File: src/hw/rtl/bba_pkg.sv
// Shared constants of the bitmap block allocator: field widths, command
// codes and register indexes. No dependencies.
`timescale 1ns / 1ps

package bba_pkg;

    localparam int IDX_W = 10;   // width of the request and result block fields
    localparam int CNT_W = 11;   // block_count register width
    localparam int APB_AW = 3;   // byte address width of the register port
    localparam int APB_DW = 32;

    localparam logic CMD_ALLOC = 1'b0;
    localparam logic CMD_FREE  = 1'b1;

    // register index, taken from paddr[2] (one 32-bit register per word)
    localparam logic REG_BLOCK_COUNT = 1'b0;

    localparam logic [CNT_W-1:0] BLOCK_COUNT_RST = 11'd1024;

endpackage

File: src/hw/rtl/bitmap_block_allocator.sv
// Bitmap block allocator top level: usage bitmap in one synchronous RAM,
// word scan for allocate, read-modify-write for free, APB register port.
// Depends on bba_pkg.
`timescale 1ns / 1ps

//  channel  | signals                                        | direction
//  ---------+------------------------------------------------+----------
//  request  | i_in_valid, o_in_ready, i_cmd, i_target_blk    | in
//  result   | o_out_valid, i_out_ready, o_block_index, o_ok  | out
//  config   | psel, penable, pwrite, paddr, pwdata, prdata,  | in/out
//           | pready (block_count at byte address 0)         |
//
// Order: an allocate reads one RAM word per cycle from word 0 and checks each
// word as it returns; a failed scan reads every word below the count (none
// with a zero count). A free in range reads its word, then writes it back;
// one out of range goes straight to the result. The next request may be
// taken from the cycle in which the result shows in the output register.
// Reset: after reset the RAM is cleared one word per cycle, while no request
// is taken; register writes are taken throughout.
// Stalls: one request is in work at a time; a finished result waits in the
// output register and the next request may be taken meanwhile; while that
// register is full and not drained, the finished result holds the input off.

module bitmap_block_allocator #(
    parameter int unsigned MAX_BLOCKS = 1024,
    parameter int unsigned WORD_BITS  = 32
) (
    input  logic                         i_clk,
    input  logic                         i_rst_n,
    // request
    input  logic                         i_in_valid,
    output logic                         o_in_ready,
    input  logic                         i_cmd,
    input  logic [bba_pkg::IDX_W-1:0]    i_target_blk,
    // result
    output logic                         o_out_valid,
    input  logic                         i_out_ready,
    output logic [bba_pkg::IDX_W-1:0]    o_block_index,
    output logic                         o_ok,
    // register port
    input  logic                         psel,
    input  logic                         penable,
    input  logic                         pwrite,
    input  logic [bba_pkg::APB_AW-1:0]   paddr,
    input  logic [bba_pkg::APB_DW-1:0]   pwdata,
    output logic [bba_pkg::APB_DW-1:0]   prdata,
    output logic                         pready
);

    import bba_pkg::*;

    localparam int WORDS = (MAX_BLOCKS + WORD_BITS - 1) / WORD_BITS;
    localparam int AW    = (WORDS > 1) ? $clog2(WORDS) : 1;
    localparam int BW    = $clog2(WORD_BITS);
    localparam int CW    = $clog2(MAX_BLOCKS + 1);
    localparam int LW    = (CW > CNT_W) ? CW : CNT_W;   // effective count width
    localparam int BSW   = LW + 1;                       // word base, may pass count
    // block / WORD_BITS by reciprocal; exact for 10-bit blocks at this shift
    localparam int RSH   = 20;
    localparam int RW    = 21;
    localparam int unsigned RECIP = ((1 << RSH) + WORD_BITS - 1) / WORD_BITS;

    localparam logic [2:0] ST_CLR  = 3'd0;
    localparam logic [2:0] ST_IDLE = 3'd1;
    localparam logic [2:0] ST_SCAN = 3'd2;
    localparam logic [2:0] ST_FRD  = 3'd3;
    localparam logic [2:0] ST_FWR  = 3'd4;
    localparam logic [2:0] ST_DONE = 3'd5;

    // ------------------------------------------------------------------
    // registers
    // ------------------------------------------------------------------
    logic [2:0]           r_state, n_state;
    logic [AW-1:0]        r_word, n_word;      // next word to read / clear
    logic [BSW-1:0]       r_base, n_base;      // first block of r_word
    logic                 r_rv, n_rv;          // read data belongs to the scan
    logic [AW-1:0]        r_rword, n_rword;
    logic [BSW-1:0]       r_rbase, n_rbase;
    logic [LW-1:0]        r_lim, n_lim;
    logic [IDX_W-1:0]     r_blk, n_blk;
    logic [IDX_W-1:0]     r_fq, n_fq;          // word of the block to free
    logic [IDX_W-1:0]     r_res_idx, n_res_idx;
    logic                 r_res_ok, n_res_ok;
    logic                 r_out_valid, n_out_valid;
    logic [IDX_W-1:0]     r_out_idx, n_out_idx;
    logic                 r_out_ok, n_out_ok;
    logic [CNT_W-1:0]     r_block_count;

    logic [WORD_BITS-1:0] r_mem [WORDS];
    logic [WORD_BITS-1:0] r_rdata;

    // RAM controls
    logic                 w_we;
    logic [AW-1:0]        w_waddr;
    logic [WORD_BITS-1:0] w_wdata;
    logic [AW-1:0]        w_raddr;
    logic                 w_re;

    // ------------------------------------------------------------------
    // register port
    // ------------------------------------------------------------------
    logic w_cfg_wr;
    assign w_cfg_wr = psel && penable && pwrite && paddr[2] == REG_BLOCK_COUNT;
    assign pready   = 1'b1;
    assign prdata   = (paddr[2] == REG_BLOCK_COUNT) ?
                      {{(APB_DW-CNT_W){1'b0}}, r_block_count} : '0;

    always_ff @(posedge i_clk) begin
        if (!i_rst_n) begin
            r_block_count <= BLOCK_COUNT_RST;
        end else if (w_cfg_wr) begin
            r_block_count <= pwdata[CNT_W-1:0];
        end
    end

    // ------------------------------------------------------------------
    // datapath helpers
    // ------------------------------------------------------------------
    // effective count: saturate at MAX_BLOCKS
    logic [LW-1:0] w_lim;
    assign w_lim = (LW'(r_block_count) > LW'(MAX_BLOCKS)) ? LW'(MAX_BLOCKS)
                                                          : LW'(r_block_count);

    // word of the incoming block number
    logic [IDX_W+RW-1:0] w_prod;
    assign w_prod = {{RW{1'b0}}, i_target_blk} * (IDX_W + RW)'(RECIP);

    // bit of the block to free inside its word
    logic [15:0]   w_fprod;
    logic [15:0]   w_frem;
    logic [BW-1:0] w_fbit;
    assign w_fprod = 16'(r_fq) * 16'(WORD_BITS);
    assign w_frem  = 16'(r_blk) - w_fprod;
    assign w_fbit  = w_frem[BW-1:0];

    // scan: treat bits at or above the count as in use, find the lowest clear
    logic [BSW-1:0]       w_rem;
    logic [WORD_BITS-1:0] w_masked;
    logic [BW-1:0]        w_ff;
    logic                 w_found;
    logic                 w_hit;
    logic                 w_more;

    assign w_rem = BSW'(r_lim) - r_rbase;

    always_comb begin
        for (int b = 0; b < WORD_BITS; b++) begin
            w_masked[b] = r_rdata[b] | !(BSW'(b) < w_rem);
        end
    end

    always_comb begin
        w_ff    = '0;
        w_found = 1'b0;
        for (int b = WORD_BITS - 1; b >= 0; b--) begin
            if (!w_masked[b]) begin
                w_ff    = BW'(b);
                w_found = 1'b1;
            end
        end
    end

    assign w_hit  = (r_state == ST_SCAN) && r_rv && w_found;
    assign w_more = r_base < BSW'(r_lim);

    // ------------------------------------------------------------------
    // control
    // ------------------------------------------------------------------
    logic w_slot_free;
    assign w_slot_free = !r_out_valid || i_out_ready;
    assign o_in_ready  = (r_state == ST_IDLE);

    always_comb begin
        n_state     = r_state;
        n_word      = r_word;
        n_base      = r_base;
        n_rv        = 1'b0;
        n_rword     = r_word;
        n_rbase     = r_base;
        n_lim       = r_lim;
        n_blk       = r_blk;
        n_fq        = r_fq;
        n_res_idx   = r_res_idx;
        n_res_ok    = r_res_ok;
        n_out_valid = i_out_ready ? 1'b0 : r_out_valid;
        n_out_idx   = r_out_idx;
        n_out_ok    = r_out_ok;
        w_we        = 1'b0;
        w_waddr     = r_word;
        w_wdata     = '0;
        w_raddr     = r_word;
        w_re        = 1'b0;

        case (r_state)
            ST_CLR: begin
                // sweep zeros through the bitmap
                w_we   = 1'b1;
                n_word = r_word + 1'b1;
                if (r_word == AW'(WORDS - 1)) begin
                    n_word  = '0;
                    n_state = ST_IDLE;
                end
            end
            ST_IDLE: begin
                if (i_in_valid) begin
                    n_lim  = w_lim;
                    n_blk  = i_target_blk;
                    n_fq   = w_prod[RSH +: IDX_W];
                    n_word = '0;
                    n_base = '0;
                    if (i_cmd == CMD_ALLOC) begin
                        n_state = ST_SCAN;
                    end else if (LW'(i_target_blk) < w_lim) begin
                        n_state = ST_FRD;
                    end else begin
                        // out of range: echo the block, change nothing
                        n_res_idx = i_target_blk;
                        n_res_ok  = 1'b0;
                        n_state   = ST_DONE;
                    end
                end
            end
            ST_SCAN: begin
                // issue one word per cycle, check the word read last cycle
                w_re    = w_more;
                n_rv    = w_more && !w_hit;
                n_rword = r_word;
                n_rbase = r_base;
                if (w_more) begin
                    n_word = r_word + 1'b1;
                    n_base = r_base + BSW'(WORD_BITS);
                end
                if (w_hit) begin
                    w_we      = 1'b1;
                    w_waddr   = r_rword;
                    w_wdata   = r_rdata | (WORD_BITS'(1) << w_ff);
                    n_res_idx = IDX_W'(r_rbase + BSW'(w_ff));
                    n_res_ok  = 1'b1;
                    n_state   = ST_DONE;
                end else if (!r_rv && !w_more) begin
                    // nothing free below the count
                    n_res_idx = '0;
                    n_res_ok  = 1'b0;
                    n_state   = ST_DONE;
                end
            end
            ST_FRD: begin
                w_raddr = AW'(r_fq);
                w_re    = 1'b1;
                n_state = ST_FWR;
            end
            ST_FWR: begin
                w_we      = 1'b1;
                w_waddr   = AW'(r_fq);
                w_wdata   = r_rdata & ~(WORD_BITS'(1) << w_fbit);
                n_res_idx = r_blk;
                n_res_ok  = 1'b1;
                n_state   = ST_DONE;
            end
            ST_DONE: begin
                // hold until the output register can take the result
                if (w_slot_free) begin
                    n_out_valid = 1'b1;
                    n_out_idx   = r_res_idx;
                    n_out_ok    = r_res_ok;
                    n_state     = ST_IDLE;
                end
            end
            default: begin
                n_state = ST_IDLE;
            end
        endcase
    end

    always_ff @(posedge i_clk) begin
        if (!i_rst_n) begin
            r_state     <= ST_CLR;
            r_word      <= '0;
            r_rv        <= 1'b0;
            r_out_valid <= 1'b0;
        end else begin
            r_state     <= n_state;
            r_word      <= n_word;
            r_rv        <= n_rv;
            r_out_valid <= n_out_valid;
        end
    end

    always_ff @(posedge i_clk) begin
        r_base    <= n_base;
        r_rword   <= n_rword;
        r_rbase   <= n_rbase;
        r_lim     <= n_lim;
        r_blk     <= n_blk;
        r_fq      <= n_fq;
        r_res_idx <= n_res_idx;
        r_res_ok  <= n_res_ok;
        r_out_idx <= n_out_idx;
        r_out_ok  <= n_out_ok;
    end

    // bitmap RAM, registered read
    always_ff @(posedge i_clk) begin
        if (w_we) begin
            r_mem[w_waddr] <= w_wdata;
        end
        r_rdata <= r_mem[w_raddr];
    end

    assign o_out_valid   = r_out_valid;
    assign o_block_index = r_out_idx;
    assign o_ok          = r_out_ok;

    // ------------------------------------------------------------------
    // assertions
    // ------------------------------------------------------------------
    // one request at a time: a transfer drops ready for the next cycle
    a_one_in_work : assert property (@(posedge i_clk) disable iff (!i_rst_n)
        (i_in_valid && o_in_ready) |=> !o_in_ready)
        else $error("request taken while another is in work");

    // a write-back never collides with a read of the same word
    a_no_rw_clash : assert property (@(posedge i_clk) disable iff (!i_rst_n)
        !(w_we && w_re && w_waddr == w_raddr))
        else $error("RAM read and write to the same word in one cycle");

    // a successful allocate reports a block below the effective count
    a_alloc_in_range : assert property (@(posedge i_clk) disable iff (!i_rst_n)
        w_hit |-> (r_rbase + BSW'(w_ff)) < BSW'(r_lim))
        else $error("allocate found a block at or above the count");

endmodule

File: config.mk
export PLATFORM = sky130hd
export DESIGN_NAME = bitmap_block_allocator
export DESIGN_NICKNAME = d
export VERILOG_FILES = /design/src/hw/rtl/bba_pkg.sv /design/src/hw/rtl/bitmap_block_allocator.sv
export SDC_FILE = /design/constraint.sdc
export NUM_CORES = 2
export LEC_CHECK = 0
export ABC_AREA = 1
export BUFFER_PORTS_ARGS = -buffer_cell sky130_fd_sc_hd__buf_2
export CORE_MARGIN = 8
export CORE_UTILIZATION = 53
export DETAILED_ROUTE_END_ITERATION = 8
export HOLD_SLACK_MARGIN = 0.1
export PLACE_DENSITY = 0.71
export SYNTH_ARGS = -nofsm -noshare
export SYNTH_HDL_FRONTEND = slang
export SYNTH_SLANG_ARGS = --single-unit
export TNS_END_PERCENT = 5
File: constraint.sdc
create_clock -name i_clk -period 6.2 [get_ports i_clk]
set_input_delay 1.24 -clock i_clk [delete_from_list [all_inputs] [get_ports i_clk]]
set_output_delay 1.24 -clock i_clk [all_outputs]
set_load 0.02 [all_outputs]
==> results.py <==
metrics = {
    "outcome": {
        "status": "finished clean",
    },
    "sta": {
        "clock_skew_ns": 0.02372,
        "finalMaxSlewViolations": 0,
        "fin_crit_sh": 0.8449,
        "fin_ws_ns": 0.9618,
        "fmax_mhz": 190.9,
        "slew_headroom": 0.1394,
        "fin_crit_ns": 5.238,
        "rsz0062_at_grt": "no",
        "tns_ns": 0,
        "tightest_slew_ns": 1.291,
        "finalHoldViolCount": 0,
        "setup_viol": 0,
    },
    "grt": {
        "grt_pass1_vias": 28700,
        "antenna_found_initial": 1,
        "grt_pass1_wl_mm": 182.9,
        "grt_max_degree": 228,
        "overflow": 0,
        "track_usage": 0.2478,
    },
    "detailed_routing": {
        "ant_nets": 0,
        "routed-via-count": 30720,
        "drtIter0Drc": 3955,
        "wl_per_cell_um": 25.74,
        "dr.pass1.iters": 6,
        "via_per_inst": 6.345,
        "drc": 0,
        "wirelength_mm": 124.6,
    },
    "setup_path": {
        "crit_path_max_fanout": 32,
        "cp-start-kind": "register",
        "critPathLaunch": "r_lim[7]",
        "cp.required_ns": 6.50,
        "worstSetupPathType": "reg -> reg",
        "r2r_start": "r_lim[7]",
        "critPathArrivalTime_ns": 5.54,
        "path_buf_inv": 2,
        "cp_top_family": "simple AND/OR/NAND/NOR gates",
        "crit_path_max_incr_delay_ns": 1.23,
        "worstPathCellList": "ha_1 -> nand2_2 -> nor2_4 -> nand2_4 -> inv_6 -> nand2_4 -> inv_2 -> nand2_1 -> nand2_1 -> nand2_1 -> nor2_1 -> nand2_1 -> nor3_1 -> nand2_1 -> o31ai_4",
        "cp_common_cell": "nand2_1",
        "worst_path_max_delay_cell": "o31ai_4",
        "cp-end-kind": "register",
    },
    "cts": {
        "ctsHoldBuffers": 0,
        "ctsResizeCount": 0,
        "insertion_delay_ns": 0.69,
        "cts.clk_slew.worst_paths_ns": 0.06,
        "cts-root-buf": "clkbuf_16",
        "cts_buffers": 109,
        "htreeDepth": 3,
        "cts_tree": "built",
        "cts_setup_buffers": 0,
        "cts_max_path_buffers": 3,
        "cts_sinks": 1139,
    },
    "floorplan": {
        "coreArea_sq_um": 86480,
        "fp.dieH_um": 310.9,
        "start_util": 0.5331,
        "die_x_um": 310.9,
        "num_rows": 108,
        "ios": 99,
        "dieArea_sq_um": 96690,
    },
    "yosys": {
        "syn_avg_cell_area_sq_um": 12.84,
        "synth_edf_count": 1074,
        "synth.distinct_cells": 54,
        "synth_top_flop_cell": "edfxtp_1",
        "yosys.area_share.simple": 0.08877,
        "ys.warnings.count": 0,
        "synth-xor-area-share": 0,
        "ys_ff_latch": 1139,
        "synth.cell_area_sq_um": 46110,
        "synthArstFlopShare": 0,
        "synth_top_family_by_area": "compound AO/OA/AOI/OAI gates",
        "seq_area_frac_synth": 0.7277,
        "synthCells": 3592,
        "synth_compound_area_frac": 0.1411,
        "synth.area.mux_share": 0,
        "synth_fa_ha_area_frac": 0.006513,
    },
    "min_path": {
        "hold_start": "n_rword[3]",
        "hold_path_class": "reg -> reg",
    },
    "power": {
        "ir_drop_mv": 0.3773,
        "power_density_nw_per_um2": 435.5,
        "leakage_uw": 0.01773,
    },
    "placed_design": {
        "globalplace.congestion": 0.9810,
        "port_buffers": 53,
        "post-place-ws_ns": 1.115,
        "hpwl_mm": 67.32,
    },
    "cells_and_area": {
        "syn_to_final_growth_pct": 12.16,
        "fin_nets": 3673,
        "final_common_cell": "edfxtp_1",
        "final_core_util": 0.5979,
        "drive_gt1_frac": 0.1053,
        "antenna-diode-count": 0,
        "layout_common_cells": "edfxtp_1, nor2_1, o21ai_0",
    },
    "job": {
        "maxCapViolCount": 0,
    },
}
layout make-up:
| type | instances | area, sq um |
|---|---|---|
| multi-input combinational | 2081 | 11380 |
| timing repair buffer | 137 | 1271 |
| clock inverter | 51 | 579.3 |
| fill | 6483 | 34770 |
| clock buffer | 150 | 2953 |
| inverter | 128 | 531.8 |
| tap | 1155 | 1445 |
| sequential | 1139 | 33550 |
layer usage:
metal	share of wire	track usage	vias to the layer above
met4	0.039	0.09849	2
met2	0.46	0.3910	1708
met3	0.096	0.04282	293
li1	-	-	13510
met1	0.40	0.3434	15210
met5	0.00010	0.002523	-
sequential cells by signal, indices dropped and copies added (netlist names):
name,count
r_lim,11
o_block_index,10
n_rbase,7
r_rbase,7
r_rv,1
r_res_ok,1
r_rword,5
r_block_count,11
r_rdata,32
n_rword,5
o_ok,1
o_out_valid,1
r_res_idx,10
r_blk,10
r_mem,1024
r_state,3
cell usage after synthesis (20+ instances only):
cell	count	area share
a21oi_1	45	0.0049
nor2_1	615	0.050
o21ai_0	554	0.060
ha_1	24	0.0065
o22ai_1	51	0.0069
buf_4	23	0.0037
dfxtp_1	65	0.028
o221ai_1	215	0.041
clkbuf_1	229	0.019
a31oi_1	66	0.0090
nand4_1	20	0.0027
nand2_1	199	0.016
edfxtp_1	1074	0.70
o211ai_1	69	0.011
nand3_1	113	0.012
inv_1	112	0.0091
logic make-up after synthesis:
group / after synthesis
buffers and inverters: 392
other: 2
DFF: 1139
adders and majority gates: 24
AOI/OAI and AO/OA: 1044
and+or+nand+nor: 991
where the power goes:
| part | switching [uW] | leakage, uW | internal, uW |
|---|---|---|---|
| sequential | 256 | 0.0111 | 9040 |
| clock | 2810 | 0.00171 | 3750 |
| combinational | 4800 | 0.00489 | 1870 |
| total | 7860 | 0.0177 | 14700 |
stage by stage:
step | std cells | power (uW) | hold slack, ns | cell area, sq um
after floorplan | 3612 | 13770 | 0.3638 | 46180
after global placement | 4640 | 15820 | 0.3891 | 48180
after detailed placement | 4640 | 15980 | 0.3746 | 48180
after CTS | 4841 | 22490 | 0.3823 | 51710
after global routing | 4841 | 23490 | 0.3867 | 51710
final | 4841 | 22520 | 0.3813 | 51710
final timing paths:
path	slack (ns)	endpoint	cells after the start
worst min register to register	0.38	r_rword[3]	0
worst max-delay path	0.96	r_mem[17][31]	15
worst min-delay path	0.38	r_rword[3]	0
worst max register to register	0.96	r_mem[17][31]	15
No activity file was read; power rests on OpenSTA's default activity.
